$ cat src/hdl/a64ic_pkg.sv
// Package for the A64 instruction classifier: record kinds, encoding masks
// and the decoded record type. No dependencies.
package a64ic_pkg;

  // Record kinds
  typedef enum logic [3:0] {
    KIND_SVC     = 4'd0,
    KIND_BRREG   = 4'd1,
    KIND_B       = 4'd2,
    KIND_BCOND   = 4'd3,
    KIND_CBZ     = 4'd4,
    KIND_TBZ     = 4'd5,
    KIND_ADR     = 4'd6,
    KIND_ADRP    = 4'd7,
    KIND_MOVWIDE = 4'd8,
    KIND_NOP     = 4'd9,
    KIND_BRK     = 4'd10,
    KIND_GENERIC = 4'd11,
    KIND_FAULT   = 4'd12
  } kind_e;

  // Encoding masks and match values
  localparam logic [31:0] SVC_MASK   = 32'hffe0_001f;
  localparam logic [31:0] SVC_MATCH  = 32'hd400_0001;
  localparam logic [31:0] BR_MASK    = 32'hffff_fc1f;
  localparam logic [31:0] BR_MATCH   = 32'hd61f_0000;
  localparam logic [31:0] B_MASK     = 32'h7c00_0000;
  localparam logic [31:0] B_MATCH    = 32'h1400_0000;
  localparam logic [31:0] BCOND_MASK = 32'hff00_0010;
  localparam logic [31:0] BCOND_MATCH = 32'h5400_0000;
  localparam logic [31:0] CB_MASK    = 32'h7e00_0000;
  localparam logic [31:0] CBZ_MATCH  = 32'h3400_0000;
  localparam logic [31:0] TBZ_MATCH  = 32'h3600_0000;
  localparam logic [31:0] ADR_MASK   = 32'h1f00_0000;
  localparam logic [31:0] ADR_MATCH  = 32'h1000_0000;
  localparam logic [31:0] MOVW_MASK  = 32'h1f80_0000;
  localparam logic [31:0] MOVW_MATCH = 32'h1280_0000;
  localparam logic [31:0] NOP_WORD   = 32'hd503_201f;
  localparam logic [31:0] BRK_MASK   = 32'hffe0_0000;
  localparam logic [31:0] BRK_MATCH  = 32'hd420_0000;

  // Beat widths
  localparam int unsigned InDataW  = 160;
  localparam int unsigned InUserW  = 2;
  localparam int unsigned OutDataW = 184;
  localparam int unsigned OutUserW = 4;

  // Input item as held in the input register
  typedef struct packed {
    logic [31:0] insn_word;
    logic [63:0] insn_addr;
    logic        fetch_fault;
    logic [63:0] fault_data_addr;
    logic        generic_ends;
  } a64ic_item_t;

  // Decoded record
  typedef struct packed {
    kind_e              kind;
    logic [4:0]         reg_num;
    logic signed [27:0] offset;
    logic               flag_a;
    logic               flag_b;
    logic [5:0]         bit_num;
    logic [3:0]         cond_code;
    logic [1:0]         move_opc;
    logic [1:0]         shift_hw;
    logic               ends_block;
    logic [63:0]        wide_word;
    logic [63:0]        record_addr;
  } a64ic_rec_t;

endpackage

$ cat src/hdl/a64ic_decode.sv
// Combinational A64 word decoder: matches one held item against the class
// encodings and builds its record. Depends on a64ic_pkg.
module a64ic_decode import a64ic_pkg::*; (
  input  a64ic_item_t item_i,
  output a64ic_rec_t  rec_o
);

  logic [31:0] w;
  assign w = item_i.insn_word;

  // Match classes in priority order; unused fields stay zero
  always_comb begin
    rec_o             = '0;
    rec_o.kind        = KIND_GENERIC;
    rec_o.record_addr = item_i.insn_addr;
    priority if (item_i.fetch_fault) begin
      rec_o.kind       = KIND_FAULT;
      rec_o.ends_block = 1'b1;
      rec_o.wide_word  = item_i.fault_data_addr;
    end else if ((w & SVC_MASK) == SVC_MATCH) begin
      rec_o.kind       = KIND_SVC;
      rec_o.ends_block = 1'b1;
    end else if ((w & BR_MASK) == BR_MATCH) begin
      rec_o.kind       = KIND_BRREG;
      rec_o.reg_num    = w[9:5];
      rec_o.ends_block = 1'b1;
    end else if ((w & B_MASK) == B_MATCH) begin
      rec_o.kind       = KIND_B;
      rec_o.offset     = {w[25:0], 2'b00};
      rec_o.flag_a     = w[31];
      rec_o.ends_block = 1'b1;
    end else if ((w & BCOND_MASK) == BCOND_MATCH) begin
      rec_o.kind       = KIND_BCOND;
      rec_o.cond_code  = w[3:0];
      rec_o.offset     = {{7{w[23]}}, w[23:5], 2'b00};
      rec_o.ends_block = 1'b1;
    end else if ((w & CB_MASK) == CBZ_MATCH) begin
      rec_o.kind       = KIND_CBZ;
      rec_o.flag_a     = w[31];
      rec_o.flag_b     = w[24];
      rec_o.reg_num    = w[4:0];
      rec_o.offset     = {{7{w[23]}}, w[23:5], 2'b00};
      rec_o.ends_block = 1'b1;
    end else if ((w & CB_MASK) == TBZ_MATCH) begin
      rec_o.kind       = KIND_TBZ;
      rec_o.flag_b     = w[24];
      rec_o.reg_num    = w[4:0];
      rec_o.bit_num    = {w[31], w[23:19]};
      rec_o.offset     = {{12{w[18]}}, w[18:5], 2'b00};
      rec_o.ends_block = 1'b1;
    end else if ((w & ADR_MASK) == ADR_MATCH) begin
      // immlo in the low bits, immhi above; pages are not scaled
      rec_o.kind    = w[31] ? KIND_ADRP : KIND_ADR;
      rec_o.reg_num = w[4:0];
      rec_o.offset  = {{7{w[23]}}, w[23:5], w[30:29]};
    end else if ((w & MOVW_MASK) == MOVW_MATCH) begin
      rec_o.kind     = KIND_MOVWIDE;
      rec_o.flag_a   = w[31];
      rec_o.move_opc = w[30:29];
      rec_o.shift_hw = w[22:21];
      rec_o.reg_num  = w[4:0];
      rec_o.offset   = {12'd0, w[20:5]};
    end else if (w == NOP_WORD) begin
      rec_o.kind = KIND_NOP;
    end else if ((w & BRK_MASK) == BRK_MATCH) begin
      rec_o.kind       = KIND_BRK;
      rec_o.ends_block = 1'b1;
    end else begin
      rec_o.kind       = KIND_GENERIC;
      rec_o.wide_word  = {32'd0, w};
      rec_o.ends_block = item_i.generic_ends;
    end
  end

endmodule

$ cat src/hdl/a64_instruction_classifier.sv
// Top level of the A64 instruction classifier: input register, decoder and
// result register on stream channels. Depends on a64ic_pkg, a64ic_decode.
// Path: an accepted input beat is held in the input register and decoded, and
// its record is held in the result register before it is offered.
// Throughput: one word per cycle while the output does not stall; the two register stages
// advance whenever the stage ahead is empty or is drained in the same cycle.
// Reset: both stage valid flags clear; payload registers are not reset.
module a64_instruction_classifier import a64ic_pkg::*; (
  input  logic                clk_i,
  input  logic                rst_ni,
  input  logic                s_axis_tvalid,
  output logic                s_axis_tready,
  // [31:0] insn_word, [95:32] insn_addr, [159:96] fault_data_addr
  input  logic [InDataW-1:0]  s_axis_tdata,
  // [0] fetch_fault, [1] generic_ends
  input  logic [InUserW-1:0]  s_axis_tuser,
  output logic                m_axis_tvalid,
  input  logic                m_axis_tready,
  // [4:0] reg_num, [32:5] offset, [33] flag_a, [34] flag_b, [40:35] bit_num,
  // [44:41] cond_code, [46:45] move_opc, [48:47] shift_hw,
  // [112:49] wide_word, [176:113] record_addr, [183:177] zero
  output logic [OutDataW-1:0] m_axis_tdata,
  // [3:0] kind
  output logic [OutUserW-1:0] m_axis_tuser,
  // ends_block
  output logic                m_axis_tlast
);

  logic        in_valid_q, in_valid_d;
  logic        out_valid_q, out_valid_d;
  logic        out_adv, in_acc;
  a64ic_item_t item_q, item_in;
  a64ic_rec_t  rec_q, rec_d;

  // Stage handshakes
  assign out_adv       = !out_valid_q || m_axis_tready;
  assign s_axis_tready = !in_valid_q || out_adv;
  assign in_acc        = s_axis_tvalid && s_axis_tready;

  // Unpack the input beat
  assign item_in.insn_word       = s_axis_tdata[31:0];
  assign item_in.insn_addr       = s_axis_tdata[95:32];
  assign item_in.fault_data_addr = s_axis_tdata[159:96];
  assign item_in.fetch_fault     = s_axis_tuser[0];
  assign item_in.generic_ends    = s_axis_tuser[1];

  // Advance stage valid flags
  always_comb begin
    in_valid_d  = in_valid_q;
    out_valid_d = out_valid_q;
    if (out_adv) begin
      out_valid_d = in_valid_q;
      in_valid_d  = 1'b0;
    end
    if (in_acc) begin
      in_valid_d = 1'b1;
    end
  end

  always_ff @(posedge clk_i or negedge rst_ni) begin
    if (!rst_ni) begin
      in_valid_q  <= 1'b0;
      out_valid_q <= 1'b0;
    end else begin
      in_valid_q  <= in_valid_d;
      out_valid_q <= out_valid_d;
    end
  end

  // Hold the input beat
  always_ff @(posedge clk_i) begin
    if (in_acc) begin
      item_q <= item_in;
    end
  end

  a64ic_decode u_decode (
    .item_i (item_q),
    .rec_o  (rec_d)
  );

  // Hold the result beat
  always_ff @(posedge clk_i) begin
    if (out_adv && in_valid_q) begin
      rec_q <= rec_d;
    end
  end

  // Pack the result beat
  assign m_axis_tvalid = out_valid_q;
  assign m_axis_tuser  = rec_q.kind;
  assign m_axis_tlast  = rec_q.ends_block;
  assign m_axis_tdata  = {7'd0, rec_q.record_addr, rec_q.wide_word, rec_q.shift_hw,
                          rec_q.move_opc, rec_q.cond_code, rec_q.bit_num, rec_q.flag_b,
                          rec_q.flag_a, rec_q.offset, rec_q.reg_num};

  // A fault record always closes the block
  assert property (@(posedge clk_i) disable iff (!rst_ni)
    (m_axis_tvalid && rec_q.kind == KIND_FAULT) |-> m_axis_tlast)
    else $error("fault record without end of block");

  // Address forming, moves and NOP never close the block
  assert property (@(posedge clk_i) disable iff (!rst_ni)
    (m_axis_tvalid && (rec_q.kind == KIND_ADR || rec_q.kind == KIND_ADRP ||
                       rec_q.kind == KIND_MOVWIDE || rec_q.kind == KIND_NOP))
    |-> !m_axis_tlast)
    else $error("non-branch record marked end of block");

  // A held item moves into the result stage when that stage frees
  assert property (@(posedge clk_i) disable iff (!rst_ni)
    (in_valid_q && out_adv) |=> out_valid_q)
    else $error("held item lost on advance");

  // A full input stage behind a stalled result stage takes no beat
  assert property (@(posedge clk_i) disable iff (!rst_ni)
    (in_valid_q && !out_adv) |-> !s_axis_tready)
    else $error("input accepted while pipeline is full");

endmodule
$ cat config.mk
export PLATFORM = sky130hd
export DESIGN_NAME = a64_instruction_classifier
export DESIGN_NICKNAME = d
export VERILOG_FILES = /design/src/hdl/a64ic_pkg.sv /design/src/hdl/a64ic_decode.sv /design/src/hdl/a64_instruction_classifier.sv
export SDC_FILE = /design/constraint.sdc
export NUM_CORES = 1
export LEC_CHECK = 0
export ABC_AREA = 0
export BUFFER_PORTS_ARGS = -buffer_cell sky130_fd_sc_hd__buf_4
export CAP_MARGIN = 20
export CELL_PAD_IN_SITES_DETAIL_PLACEMENT = 1
export CELL_PAD_IN_SITES_GLOBAL_PLACEMENT = 2
export CORE_ASPECT_RATIO = 1.5
export CORE_UTILIZATION = 39
export CTS_CLUSTER_DIAMETER = 150
export DETAILED_ROUTE_END_ITERATION = 10
export PLACE_DENSITY_LB_ADDON = 0.25
export SLEW_MARGIN = 20
export SYNTH_ARGS = -nofsm -noshare
export SYNTH_HDL_FRONTEND = slang
export SYNTH_HIERARCHICAL = 1
export SYNTH_SLANG_ARGS = --single-unit
export TNS_END_PERCENT = 100
$ cat constraint.sdc
create_clock -name clk_i -period 14.61 [get_ports clk_i]
set_input_delay 0 -clock clk_i [delete_from_list [all_inputs] [get_ports clk_i]]
set_output_delay 0 -clock clk_i [all_outputs]
set_load 0.05 [all_outputs]
==> flow_summary_export.csv, run 1 <==
group,metric,value,unit
clocking,cts_resized,0,
synth,yosysSeqAreaShare,81.7,%
global_route,grt_use_total,20.5,%
clocking,cts_inserted_buffers,35,
finish,final_nets,1327,
clocking,cts_tree,"done",
routing,drt-total-wl,34.3,mm
finish,drive_gt1_share,35.0,%
global_route,grt_pass1_wl,50.1,mm
finish,seqCellArea,10400,µm²
clocking,hold_buffers,167,
power_and_ir_drop,peakVddDrop,0.0916,mV
worst_setup_path,r2r_start,"item_q[152]",
sta,setup_viol,0,
worst_setup_path,crit_start,"item_q[152]",
worst_setup_path,cp_slowest_stage_delay,710,ps
global_route,grt_max_degree,159,
worst_setup_path,reg2reg_depth,5,
routing,drtIter0Drc,337,
global_route,grt-ovfl-total,0,
worst_setup_path,endpoint_kind,"flop",
placement,io_buffers,349,
worst_setup_path,r2r_end,"m_axis_tdata[11]",
clocking,insertion_delay,520,ps
sta,tightestPinTransition,1050,ps
global_route,met1_usage,22.5,%
global_route,grt-busiest-layer,"met2",
global_route,grt_pass1_vias,8339,
finish,nFillCells,2996,
global_route,antenna_found_initial,0,
run,maxCapViolCount,0,
clocking,clk_path_buf_depth,3,
routing,ant_nets,0,
synth,synthDistinctLibCells,55,
sta,fmax,334,MHz
sta,skew,10.7,ps
floorplanning,die_w,149,µm
routing,viasPerCell,4.88,
sta,relSlewSlack,30.1,%
hold_path,hold_path.class,"in2reg",
synth,ys_warn_count,6,
power_and_ir_drop,power.leakage,6.96,nW
placement,place_hpwl,21.9,mm
synth,netlist_instances,690,
synth,ys_async_sr_fraction,0.578,%
worst_setup_path,cp-endpoint,"m_axis_tdata[11]",
run_status,status,"complete, no violations",
floorplanning,die_y,223,µm
routing,post-route-drc-count,0,
global_route,use_met2,37.0,%
sta,fin_crit,2990,ps
synth,synth_largest_type_area_fraction,81.3,%
sta,fin_setup_tns,0,ps
worst_setup_path,slowest_stage,"or2_1",
finish,diodes,0,
floorplanning,io_pins,357,
routing,firstDrtPassIters,4,
worst_setup_path,cp.arrival,3210,ps
routing,num_vias,7776,
clocking,clk_pin_slew,60,ps
power_and_ir_drop,power,2.40,mW
placement,gp_congestion,0.898,
finish,area_growth,41.9,%
sta,rsz0062_at_grt,"no",
clocking,clkSinkCount,346,
synth,synth.avg_cell_area,18.4,µm²
synth,ys_ff_latch,346,
worst_setup_path,cp_max_fo,21,
routing,routedWlPerCell,21.5,µm
sta,fin_crit_sh,20.5,%
clocking,cts-root-buf,"clkbuf_16",
sta,maxSlewViolCount,0,
finish,final_area,18000,µm²
sta,hold_violations,0,
floorplanning,coreArea,31900,µm²
clocking,cts.htree.levels,2,
synth,yosys.area.top_type,"edfxtp_1",
clocking,postCtsSetupBuffers,0,
worst_setup_path,path_cells,"nor4b_2, nand4_1, o21ai_1, or2_1, nor3_1",
finish,multi_input_area,1700,µm²
worst_setup_path,critical_path_class,"reg2reg",
worst_setup_path,rrSetupSlack,11620,ps
synth,synth.area.top_cells,"edfxtp_1 (81%), buf_4 (4.3%), a22o_1 (1.9%)",
worst_setup_path,startpoint_type,"flop",
power_and_ir_drop,p_per_area,133,nW/µm²
global_route,grt_use_met3,5.54,%
placement,placed_cell_area,15300,µm²
synth,synth.cell_area,12700,µm²
synth,ys.flop_type,"edfxtp_1",
floorplanning,fp-row-count,80,
floorplanning,start_util,39.8,%
worst_setup_path,cp.required,14830,ps
synth,synth_edf_count,344,
sta,layout_setup_ws,11620,ps
placement,post-place-ws,11410,ps
floorplanning,dieArea,33300,µm²
-- worst max-delay path: cells and delay by family, from the launching register on --
| kind | cells | cell delay (ps) |
|---|---|---|
| and+or+nand+nor | 4 | 1500 |
| DFF | 1 | 520 |
| AOI/OAI and AO/OA | 1 | 670 |
-- layer usage --
metal	wire, µm	part of all wire [%]
met1	12600	37
met5	0	0
met2	18100	53
met3	2450	7.1
met4	1090	3.2
-- synth_stat cells, types with 3 or more instances --
master,number
nand3_1,4
nand2_1,16
inv_1,7
nor4_1,5
nor3_1,21
o21a_1,3
a221oi_1,14
and3_1,14
edfxtp_1,344
o21ai_0,7
clkbuf_1,14
a22oi_1,8
buf_2,5
a22o_1,28
a21oi_1,5
nand2b_1,4
a21boi_1,4
and2_1,34
buf_4,73
nor2_1,30
and4b_1,3
nand4_1,4
nor4bb_1,3
-- power breakdown --
part	switching [mW]	internal, mW
clock network	0.359	0.480
registers	0.0307	1.18
logic	0.229	0.121
-- cell type report --
class	count	share of cell area, %
sequential	346	57.6
timing repair buffer	521	24.1
multi-input combinational	250	9.44
clock buffer	46	5.33
tap	410	2.85
clock inverter	15	0.542
inverter	7	0.146
-- per-stage QoR --
stage / cells / hold WS (ps) / utilization (%)
final: 1595 / 201 / 56.4
after detailed placement: 1367 / -216 / 47.8
after CTS: 1595 / 168 / 56.4
after global routing: 1595 / 188 / 56.4
after floorplan: 696 / -296 / -
after global placement: 1367 / -216 / 47.8
-- kinds of logic after synthesis --
group                  count (synthesis)  synth area share (%)
buffers and inverters                100                  5.22
multiplexers                           1                0.0887
other                                  1                0.0295
flip-flops                           346                  81.7
AND/OR/NAND/NOR                      158                  7.62
AO/OA/AOI/OAI                         84                  5.31
-- placed cells by master (no fill, tap or decap), types with 3 or more instances in the layout --
cell             n
nand4_1          4
a22oi_1          8
clkinv_1         9
edfxtp_1       344
nor3_1          20
nand2_1         16
inv_1            7
a221oi_1        14
nand3_1          4
and2_1          33
buf_4          353
a22o_1          28
a21boi_1         4
nor4_1           5
conb_1           7
nor2_1          29
o21a_1           3
nand2b_1         4
clkbuf_1         9
dlygate4sd3_1  167
clkbuf_16       37
a21oi_1          5
o21ai_0          7
and4b_1          3
and3_1          14
-- worst min-delay path by stage --
stage | start | end | depth (start not counted)
6_report | s_axis_tdata[135] | item_q[40] | 2
5_1_grt | s_axis_tdata[133] | item_q[38] | 2
4_1_cts | s_axis_tdata[158] | item_q[63] | 2
3_5_place_dp | rst_ni | m_axis_tvalid | 1
3_3_place_gp | rst_ni | in_valid_q | 1
2_1_floorplan | rst_ni | in_valid_q | 0
-- flip-flops by register name, indices dropped and copies added (netlist names) --
| name | count |
|---|---|
| m_axis_tdata | 177 |
| item_q | 162 |
| m_axis_tuser | 4 |
| in_valid_q | 1 |
| m_axis_tlast | 1 |
| m_axis_tvalid | 1 |
Note: power is estimated with default switching activity, not from simulation.
==> run 2: changes to the inputs <==
- CORE_UTILIZATION: 39 -> 37
- clock period: 14.61 -> 2.86 ns (I/O delays scaled with it)
==> run 2 against run 1 <==
Against the previous run: wire length grew 1.7%; maximum frequency rose by 12%; utilization shrank 1.8 points; critical path type unchanged; largest cell class unchanged.
==> flow_summary_export.csv, run 2 (synthesized netlist as in run 1, its figures left out) <==
group,metric,value,unit
power_and_ir_drop,power,12.4,mW
finish,area_growth,44.7,%
power_and_ir_drop,seqPwrFrac,49.6,%
worst_setup_path,cp.arrival,3060,ps
global_route,grt-ovfl-total,0,
finish,most-common-layout-cells,"buf_4 (377), edfxtp_1 (344), dlygate4sd3_1 (167)",
worst_setup_path,crit_start,"item_q[158]",
sta,fmax,373,MHz
finish,largest_register_ffs,177,
floorplanning,die_y,229,µm
hold_path,min_to,"item_q[21]",
placement,io_buffers,349,
clocking,hold_buffers,167,
clocking,cts.htree.levels,2,
sta,setup_viol,0,
run_status,status,"complete, no violations",
finish,final_common_cell,"buf_4",
sta,maxSlewViolCount,0,
routing,num_vias,7879,
run,maxCapViolCount,0,
placement,gp_congestion,0.866,
routing,routedWlPerCell,21.4,µm
power_and_ir_drop,power.leakage,7.17,nW
power_and_ir_drop,pwr-share-clk,35.4,%
floorplanning,start_util,37.7,%
floorplanning,fp-row-count,82,
clocking,clk_path_buf_depth,3,
finish,diodes,0,
worst_setup_path,rrSetupSlack,180,ps
sta,fin_setup_tns,0,ps
hold_path,min_from,"s_axis_tdata[116]",
clocking,cts-root-buf,"clkbuf_16",
worst_setup_path,endpoint_kind,"flop",
sta,holdWs,186,ps
clocking,clk_pin_slew,60,ps
worst_setup_path,r2r_start,"item_q[158]",
routing,firstDrtPassIters,4,
global_route,grt_pass1_wl,51.8,mm
worst_setup_path,path_cells,"nor4bb_1, buf_4, a22oi_2, o211ai_1, nor4b_4, a22o_1",
worst_setup_path,cp_slowest_stage_delay,860,ps
hold_path,hold_path.class,"in2reg",
worst_setup_path,r2r_end,"m_axis_tdata[50]",
sta,fin_crit_sh,93.8,%
floorplanning,io_pins,357,
clocking,cts_tree,"done",
hold_path,min_path_cells,2,
floorplanning,coreArea,33700,µm²
global_route,grt_max_degree,47,
finish,final_nets,1358,
sta,rsz0062_at_grt,"no",
worst_setup_path,cp_max_fo,8,
clocking,cts_inserted_buffers,34,
routing,viasPerCell,4.83,
placement,place_hpwl,23.7,mm
global_route,grt_pass1_vias,8593,
floorplanning,dieArea,35100,µm²
clocking,postCtsSetupBuffers,0,
clocking,insertion_delay,530,ps
routing,drt-total-wl,34.8,mm
routing,post-route-drc-count,0,
sta,skew,22.1,ps
sta,fin_crit,2680,ps
power_and_ir_drop,p_per_area,677,nW/µm²
global_route,grt_use_total,20.0,%
global_route,antenna_found_initial,0,
clocking,cts_resized,0,
routing,ant_nets,0,
finish,drive_gt1_share,36.8,%
sta,tightestPinTransition,928,ps
floorplanning,die_w,153,µm
worst_setup_path,critical_path_class,"reg2reg",
power_and_ir_drop,p_switching,3.17,mW
sta,hold_violations,0,
worst_setup_path,startpoint_type,"flop",
clocking,clkSinkCount,346,
power_and_ir_drop,peakVddDrop,0.469,mV
power_and_ir_drop,pwr-share-comb,15.0,%
power_and_ir_drop,p_int,9.27,mW
worst_setup_path,slowest_stage,"nor4b_4",
routing,drtIter0Drc,371,
worst_setup_path,reg2reg_depth,6,
sta,relSlewSlack,37.9,%
power_and_ir_drop,netSwitchingFraction,25.5,%
worst_setup_path,cp.required,3240,ps
[run 2: changes by cell type in the layout (fill, tap and decap cells not counted), sizes merged]
cell      previous run  this run
buf                354       386
bufinv               1         4
clkbuf              46        38
clkinvlp             2         1
inv                  7         8
[run 2: worst max path at each step]
stage	end	slack (ps)	depth (start not counted)
detailed placement	m_axis_tdata[71]	230	6
floorplan	m_axis_tdata[0]	350	2
global placement	m_axis_tdata[53]	290	6
finish	m_axis_tdata[50]	180	6
global route	m_axis_tdata[25]	130	6
CTS	m_axis_tdata[50]	220	6
[run 2: layout make-up]
type	instances	area [µm²]
fill	3172	15300
sequential	346	10400
timing repair buffer	553	4680
multi-input combinational	250	1680
clock buffer	38	887
tap	420	526
clock inverter	18	190
inverter	7	26.3
[run 2: routing by layer]
| layer | global-route usage [%] | wire length, µm | vias to the layer above |
|---|---|---|---|
| met1 | 21.2 | 12400 | 3906 |
| met5 | 0 | 0 | - |
| met2 | 37.6 | 19100 | 290 |
| met4 | 8.11 | 1250 | 0 |
| li1 | - | - | 3610 |
| met3 | 4.51 | 2080 | 73 |
[run 2: power by group through the flow]
| stage | sequential (mW) | combinational [mW] | clock (mW) |
|---|---|---|---|
| floorplan | 6.93 | 0.368 | 0 |
| global placement | 6.26 | 1.67 | 0 |
| detailed placement | 6.27 | 1.69 | 0 |
| CTS | 6.17 | 1.88 | 4.55 |
| global route | 6.20 | 1.95 | 4.69 |
| finish | 6.17 | 1.87 | 4.41 |
[run 2: worst max-delay path: cells and delay by family (launching register included)]
| kind | cells | cell delay [ps] |
|---|---|---|
| and+or+nand+nor | 2 | 1080 |
| AOI/OAI and AO/OA | 3 | 760 |
| DFF | 1 | 510 |
| buffers and inverters | 1 | 190 |
[run 2: through the flow]
step                std cells  utilization [%]  worst slack (ps)  cell area, µm²
floorplan                 696                -               354           12700
global placement         1409             46.4               285           15600
detailed placement       1409             46.4               231           15600
CTS                      1632             54.6               218           18400
global route             1632             54.6               135           18400
finish                   1632             54.6               179           18400
